--- config.mk ---
export PLATFORM = sky130hd
export DESIGN_NAME = tdc_edge_pairing
export DESIGN_NICKNAME = d
export VERILOG_FILES = /design/src/rtl/core/tdcp_pkg.sv /design/src/rtl/core/tdcp_ram.sv /design/src/rtl/core/tdc_edge_pairing.sv
export SDC_FILE = /design/constraint.sdc
export NUM_CORES = 2
export LEC_CHECK = 0
export BUFFER_PORTS_ARGS = -buffer_cell sky130_fd_sc_hd__buf_4
export CAP_MARGIN = 20
export CORE_MARGIN = 2
export CORE_UTILIZATION = 50
export CTS_CLUSTER_DIAMETER = 40
export DETAILED_ROUTE_END_ITERATION = 12
export PLACE_DENSITY = 0.68
export SLEW_MARGIN = 20
export SYNTH_ARGS = -nofsm -noshare
export SYNTH_HDL_FRONTEND = slang
export SYNTH_SLANG_ARGS = --single-unit
export TNS_END_PERCENT = 20
--- constraint.sdc ---
create_clock -name clk_i -period 14.75 [get_ports clk_i]
set_clock_uncertainty 0.05 [all_clocks]
set_input_delay 1.475 -clock clk_i [delete_from_list [all_inputs] [get_ports clk_i]]
set_output_delay 1.475 -clock clk_i [all_outputs]
set_load 0.005 [all_outputs]
--- src/rtl/core/tdcp_pkg.sv ---
// Shared constants and types for the TDC edge pairing block.
// Edge word bit layout, field widths and the stage-one item record.
// No dependencies.
`timescale 1ns / 1ps
`default_nettype none

package tdcp_pkg;

  localparam int unsigned TIME_W   = 16;
  localparam int unsigned CHAN_W   = 8;
  localparam int unsigned TDC_CH_W = 7;
  localparam int unsigned WORD_W   = 32;

  localparam int unsigned TDC_CH_LSB  = 19;
  localparam int unsigned TRAIL_BIT   = 26;
  localparam int unsigned BOARD1_BIT  = 28;
  localparam int unsigned BOARD2_BIT  = 29;
  localparam int unsigned INVALID_BIT = 31;

  localparam logic [TIME_W-1:0] THRESH_RESET = 16'd3000;

  localparam logic CMD_EDGE  = 1'b0;
  localparam logic CMD_CLEAR = 1'b1;

  // decoded edge word as it travels through the lookup stage
  typedef struct packed {
    logic              clear;
    logic              invalid;
    logic              conflict;
    logic              in_range;
    logic              trailing;
    logic [TIME_W-1:0] t;
    logic [CHAN_W-1:0] chan;
  } tdcp_item_t;

endpackage

`default_nettype wire

--- src/rtl/core/tdcp_ram.sv ---
// Generic single-write, single-read synchronous RAM with registered read data.
// Read-first on an address collision. No dependencies.
`timescale 1ns / 1ps
`default_nettype none

module tdcp_ram #(
  parameter int unsigned WIDTH = 16,
  parameter int unsigned DEPTH = 256
) (
  input  wire logic                     clk_i,
  input  wire logic                     we_i,
  input  wire logic [$clog2(DEPTH)-1:0] waddr_i,
  input  wire logic [WIDTH-1:0]         wdata_i,
  input  wire logic                     re_i,
  input  wire logic [$clog2(DEPTH)-1:0] raddr_i,
  output logic      [WIDTH-1:0]         rdata_o
);

  logic [WIDTH-1:0] mem_q [DEPTH];

  always_ff @(posedge clk_i) begin
    if (we_i) begin
      mem_q[waddr_i] <= wdata_i;
    end
    if (re_i) begin
      rdata_o <= mem_q[raddr_i];
    end
  end

endmodule

`default_nettype wire

--- src/rtl/core/tdc_edge_pairing.sv ---
// Top level of the TDC edge pairing block: decode, per-channel lookup, output beat.
// Depends on tdcp_pkg and tdcp_ram.
//
// Usage:
//   Input channel (in_valid_i/in_ready_o) carries cmd_i and a raw edge_word_i.
//   cmd_i = clear wipes every channel's started mark and previous time.
//   Output channel (out_valid_o/out_ready_i) carries exactly one result beat
//   per input beat, in arrival order.
//   Path: an input beat is registered into the lookup stage, and its result
//   into the output registers, where it is taken while out_ready_i is high.
//   Throughput: one beat per cycle while out_ready_i is high. The figure is set
//   by the per-channel previous-time RAM: read in the accept cycle, modify and
//   write back as the beat leaves the lookup stage, with a one-entry write-forward
//   register covering back-to-back beats on the same channel. Started marks live
//   in flip-flops and all clear together, so a clear beat passes like any other.
//   Reset: all channels are unstarted (previous time reads as zero), the long
//   hit threshold returns to 3000. The threshold is written through cfg_we_i.
//   Stall: while out_ready_i is low the output beat holds, the lookup stage
//   keeps one more beat, and in_ready_o drops once both are full.
`timescale 1ns / 1ps
`default_nettype none

module tdc_edge_pairing
  import tdcp_pkg::*;
#(
  parameter int unsigned BOARD_CHANNELS = 128,
  parameter int unsigned NUM_CHANNELS   = 256
) (
  input  wire logic              clk_i,
  input  wire logic              rst_ni,
  input  wire logic              cfg_we_i,
  input  wire logic [TIME_W-1:0] cfg_wdata_i,
  input  wire logic              in_valid_i,
  output logic                   in_ready_o,
  input  wire logic              cmd_i,
  input  wire logic [WORD_W-1:0] edge_word_i,
  output logic                   out_valid_o,
  input  wire logic              out_ready_i,
  output logic                   hit_valid_o,
  output logic      [CHAN_W-1:0] channel_o,
  output logic      [TIME_W-1:0] hit_start_o,
  output logic      [TIME_W-1:0] hit_end_o,
  output logic                   long_hit_o,
  output logic                   order_error_o,
  output logic                   invalid_edge_o,
  output logic                   format_conflict_o
);

  localparam int unsigned IDX_W = $clog2(NUM_CHANNELS);

  logic [TIME_W-1:0] thresh_q;

  // decode
  tdcp_item_t        in_item;
  logic [CHAN_W:0]   mch;
  logic              in_acc;

  always_comb begin
    mch = {1'b0, {(CHAN_W-TDC_CH_W){1'b0}}, edge_word_i[TDC_CH_LSB +: TDC_CH_W]}
        + (edge_word_i[BOARD1_BIT] ? (CHAN_W+1)'(BOARD_CHANNELS) : '0);
    in_item.clear    = (cmd_i == CMD_CLEAR);
    in_item.invalid  = edge_word_i[INVALID_BIT];
    in_item.conflict = (edge_word_i[BOARD1_BIT] == edge_word_i[BOARD2_BIT]);
    in_item.in_range = (mch < (CHAN_W+1)'(NUM_CHANNELS));
    in_item.trailing = edge_word_i[TRAIL_BIT];
    in_item.t        = edge_word_i[TIME_W-1:0];
    in_item.chan     = mch[CHAN_W-1:0];
  end

  // lookup stage
  logic              s1_valid_q;
  tdcp_item_t        s1_q;
  logic              s1_adv;
  logic [IDX_W-1:0]  s1_addr;
  logic [TIME_W-1:0] rd_data;
  logic [NUM_CHANNELS-1:0] started_q;

  // last write, forwarded to the beat that read behind it
  logic              lw_en_q;
  logic [IDX_W-1:0]  lw_addr_q;
  logic [TIME_W-1:0] lw_data_q;

  logic              out_valid_q;

  logic              ram_we;
  logic [TIME_W-1:0] ram_wdata;
  logic              started;
  logic [TIME_W-1:0] prev;
  logic              proc;
  logic              first_trail;
  logic              order_err;
  logic              hit;
  logic [TIME_W-1:0] hit_len;

  assign s1_adv     = s1_valid_q && (!out_valid_q || out_ready_i);
  assign in_ready_o = !s1_valid_q || s1_adv;
  assign in_acc     = in_valid_i && in_ready_o;
  assign s1_addr    = s1_q.chan[IDX_W-1:0];

  tdcp_ram #(
    .WIDTH (TIME_W),
    .DEPTH (NUM_CHANNELS)
  ) u_prev_ram (
    .clk_i   (clk_i),
    .we_i    (ram_we),
    .waddr_i (s1_addr),
    .wdata_i (ram_wdata),
    .re_i    (in_acc),
    .raddr_i (in_item.chan[IDX_W-1:0]),
    .rdata_o (rd_data)
  );

  always_comb begin
    started     = started_q[s1_addr];
    prev        = '0;
    if (started) begin
      prev = (lw_en_q && (lw_addr_q == s1_addr)) ? lw_data_q : rd_data;
    end
    proc        = !s1_q.clear && !s1_q.invalid && s1_q.in_range;
    first_trail = !started && s1_q.trailing;
    order_err   = proc && !first_trail && (s1_q.t < prev);
    hit         = proc && !first_trail && !order_err && s1_q.trailing;
    hit_len     = s1_q.t - prev;
    ram_we      = s1_adv && proc;
    // a first trailing edge only marks the channel; prev is zero there
    ram_wdata   = first_trail ? prev : s1_q.t;
  end

  always_ff @(posedge clk_i or negedge rst_ni) begin
    if (!rst_ni) begin
      thresh_q    <= THRESH_RESET;
      s1_valid_q  <= 1'b0;
      started_q   <= '0;
      lw_en_q     <= 1'b0;
      out_valid_q <= 1'b0;
    end else begin
      if (cfg_we_i) begin
        thresh_q <= cfg_wdata_i;
      end
      if (in_acc) begin
        s1_valid_q <= 1'b1;
      end else if (s1_adv) begin
        s1_valid_q <= 1'b0;
      end
      if (s1_adv) begin
        lw_en_q <= ram_we;
        if (s1_q.clear) begin
          started_q <= '0;
        end else if (proc) begin
          started_q[s1_addr] <= 1'b1;
        end
        out_valid_q <= 1'b1;
      end else if (out_ready_i) begin
        out_valid_q <= 1'b0;
      end
    end
  end

  // payload registers
  always_ff @(posedge clk_i) begin
    if (in_acc) begin
      s1_q <= in_item;
    end
    if (ram_we) begin
      lw_addr_q <= s1_addr;
      lw_data_q <= ram_wdata;
    end
    if (s1_adv) begin
      hit_valid_o       <= hit;
      channel_o         <= s1_q.clear ? '0 : s1_q.chan;
      hit_start_o       <= hit ? prev : '0;
      hit_end_o         <= hit ? s1_q.t : '0;
      long_hit_o        <= hit && (hit_len > thresh_q);
      order_error_o     <= order_err;
      invalid_edge_o    <= !s1_q.clear && s1_q.invalid;
      format_conflict_o <= !s1_q.clear && !s1_q.invalid && s1_q.conflict;
    end
  end

  assign out_valid_o = out_valid_q;

  // checks
  a_hit_exclusive: assert property (@(posedge clk_i) disable iff (!rst_ni)
    out_valid_o && hit_valid_o |-> !order_error_o && !invalid_edge_o)
    else $error("hit flagged together with an error");

  a_hit_ordered: assert property (@(posedge clk_i) disable iff (!rst_ni)
    out_valid_o && hit_valid_o |-> hit_end_o >= hit_start_o)
    else $error("hit ends before it starts");

  a_clear_wipes: assert property (@(posedge clk_i) disable iff (!rst_ni)
    s1_adv && s1_q.clear |=> started_q == '0)
    else $error("started marks survive a clear beat");

  a_stall_only_full: assert property (@(posedge clk_i) disable iff (!rst_ni)
    !in_ready_o |-> s1_valid_q && out_valid_o && !out_ready_i)
    else $error("input stalled with room in the pipeline");

endmodule

`default_nettype wire

==> flow_summary.toml <==
[drt]
via_per_inst = 6.35
ant_nets = 0
dr.first_iter.drc_count = 10600
num_vias = 83200
routed_wl_um = 428000
wl_per_cell_um = 32.7
dr.pass1.iters = 6
drcViolationCount = 0

[synth]
syn-cell-area_um2 = 173000
synth.largest_area_cell = "edfxtp_1"
synth_seq_cells = 4484
synth.area.top_cells = "edfxtp_1, mux4_2, dfrtp_1, o21a_1, mux2i_1"
avgSynthCellArea_um2 = 23.2
synth_warnings = 0
syn-num-nets = 7550
synth_top_cell_area_share_pct = 73.0
async_flop_share_pct = 6.13
synth-seq-area-share_pct = 77.0
synth-edff-count = 4209
ys_types = 56
synth_cells = 7462
synthFlopType = "edfxtp_1"

[timing]
setup_violations = 0
slew_headroom_pct = 11.1
min_period_ns = 9.12
setup_tns_ns = 0
finalMaxSlewViolations = 0
hold_viol = 0
rsz0062_at_grt = "no"
fin_crit_sh_pct = 61.8
fmax_mhz = 110
worst_pin_slew_ns = 1.33

[clock_tree]
clk_pin_slew_worst_paths_ns = 0.06
htree_num_levels = 6
cts_tree = "built"
cts_made_buffers = 533
postCtsSetupBuffers = 0
cts.root.buffer_cell = "clkbuf_16"
clock_path_buffers = 4
cts.sinks = 4484
cts_resized = 0
insertion_delay_ns = 1.03
hold_buffers = 0

[finish]
filler_cell_count = 24200
instances_no_fill = 13100
syn_to_final_growth_pct = 15.3
final_layout_size_suffix_gt1_share_pct = 32.8
fin_area_um2 = 200000
finalNetCount = 8171

[floorplanning]
ios = 101
core_um2 = 345000
fp.dieW_um = 592
die_y_um = 592
num_rows = 216
start_util_pct = 50.1
dieArea_um2 = 351000

[power_and_ir_drop]
vdd_ir_drop_max_v = 0.000128
cellPowerDensity_nw_per_um2 = 144
power_w = 0.0287
p_leak_nw = 64.9

[setup_path]
r2r_cells = 28
critPathRequiredTime_ns = 15.41
startpoint_type = "flip-flop"
slowest_delay_ns = 0.81
cp-end-kind = "flip-flop"
crit_arrival_ns = 9.78
path_class = "reg2reg"
worstPathMaxFanout = 47
slowest_stage = "buf_4"

[placed_design]
dp_cells = 12100
gp_congestion = 0.926
place_hpwl_um = 243000
port-buffer-count = 95
place_area_um2 = 182000

[job]
drv_cap = 0

[min_path]
hold_class = "in2async"

[global_route]
first_global_vias = 84700
grt_pass1_wl_um = 612000
gr-total-overflow = 0
track_usage_pct = 24.4
antenna_found_initial = 21
grt_max_degree = 226

[outcome]
status = "complete, no violations"
==> registers in the layout, indices dropped and copies added (netlist names) <==
name	cells
hit_valid_o	1
hit_start_o	16
invalid_edge_o	1
lw_data_q	16
s1_valid_q	1
lw_addr_q	8
u_prev_ram.mem_q	4096
started_q	256
thresh_q	16
order_error_o	1
channel_o	8
s1_addr	8
u_prev_ram.rdata_o	16
lw_en_q	1
format_conflict_o	1
hit_end_o	16
s1_q	20
out_valid_o	1
long_hit_o	1
==> routing by layer <==
| metal | global-route usage [%] | share of wire [%] |
|---|---|---|
| met5 | 0 | 0.018 |
| met4 | 9.39 | 3.9 |
| met1 | 33.9 | 39 |
| met3 | 5.28 | 9.4 |
| met2 | 38.3 | 48 |
==> cell usage after synthesis, drive strengths merged, types with 4 or more instances <==
library cell,instances
dfrtp,268
o21ai,25
a211oi,35
a22oi,62
a21o,9
edfxtp,4209
clkbuf,257
mux2i,131
nand4,5
nand3,19
nor2,286
buf,168
nor4b,8
nand2,62
nand2b,24
a22o,7
ha,33
mux2,17
inv,25
and2,5
nor3b,34
nor2b,52
a221oi,6
dfstp,7
a21oi,32
nor4,4
a21boi,17
nor3,8
xnor2,18
o21a,258
mux4,1328
and4,8
nand3b,4
nand4b,4
==> power by group <==
group,total (W),internal [W],leakage [nW],switching (W)
clock,0.0131,0.00778,8.63,0.00533
combinational,0.00145,0.000509,14.2,0.000946
sequential,0.0141,0.0141,42.1,0.0000215
==> through the flow <==
step                utilization, %  setup WS [ns]  hold slack, ns
floorplan                        -         -0.103           0.371
global placement              52.6           5.47           0.414
detailed placement            52.6           5.74           0.427
CTS                           57.8           5.72           0.359
global route                  57.8           5.21           0.416
finish                        57.8           5.63           0.390
==> worst max-delay path, delay by kind of cell, from the launching register on <==
family / cells / cell delay (ns)
AOI/OAI and AO/OA: 15 / 4.16
xor gates and xnor gates: 1 / 0.14
adders and majority gates: 2 / 0.48
buffers and inverters: 2 / 1.54
DFF: 1 / 0.69
muxes: 1 / 0.60
and+or+nand+nor: 7 / 1.09
==> layout make-up <==
| class | count | area (um2) | area share, % |
|---|---|---|---|
| sequential | 4484 | 133000 | 66.8 |
| multi-input combinational | 2528 | 38400 | 19.3 |
| clock buffer | 628 | 14000 | 7.03 |
| tap | 4578 | 5730 | 2.87 |
| timing repair buffer | 511 | 4150 | 2.08 |
| clock inverter | 340 | 3840 | 1.92 |
| inverter | 25 | 93.8 | 0.0470 |
| antenna | 12 | 30.0 | 0.0150 |
==> cells by family (layout without fill, tap and decap cells) <==
| group | count (synthesis) | in the layout | synth area share (%) |
|---|---|---|---|
| compound gates | 467 | 467 | 1.96 |
| xor+xnor | 21 | 21 | 0.106 |
| fa+ha+maj | 34 | 34 | 0.250 |
| buf+inv | 450 | 1504 | 1.07 |
| flops | 4484 | 4484 | 77.0 |
| mux | 1476 | 1476 | 18.1 |
| other cells | 0 | 12 | 0 |
| simple gates | 530 | 530 | 1.46 |
==> layout by cell type (no fill, tap or decap), types with 30 or more instances in the layout <==
cell	netlist	routed
o21a_1	258	258
ha_1	33	33
inv_6	0	53
clkbuf_16	0	545
bufinv_16	0	48
dfrtp_1	268	268
clkinv_1	0	72
nor3b_1	34	31
a21oi_1	32	30
clkinv_2	0	59
clkinvlp_4	0	33
edfxtp_1	4209	4209
nand2_1	62	49
clkbuf_1	257	75
nor2_2	0	55
mux4_2	1328	1328
mux2i_1	131	128
nor2_1	286	231
a22oi_1	62	62
clkinv_4	0	30
buf_4	8	481
nor2b_1	52	50
==> worst paths after layout <==
path / from / end / slack (ns)
max in group asynchronous: rst_ni / started_q[168]$_DFFE_PN0P_ / 12.82
worst min-delay path: rst_ni / started_q[146]$_DFFE_PN0P_ / 0.39
worst max register to register: s1_addr[0]$_DFFE_PP_ / long_hit_o$_DFFE_PP_ / 5.63
worst max-delay path: s1_addr[0]$_DFFE_PP_ / long_hit_o$_DFFE_PP_ / 5.63
min in group clk_i: started_q[30]$_DFFE_PN0P_ / started_q[30]$_DFFE_PN0P_ / 0.44
worst min register to register: started_q[30]$_DFFE_PN0P_ / started_q[30]$_DFFE_PN0P_ / 0.44
Power figures use the tool's default switching activity.
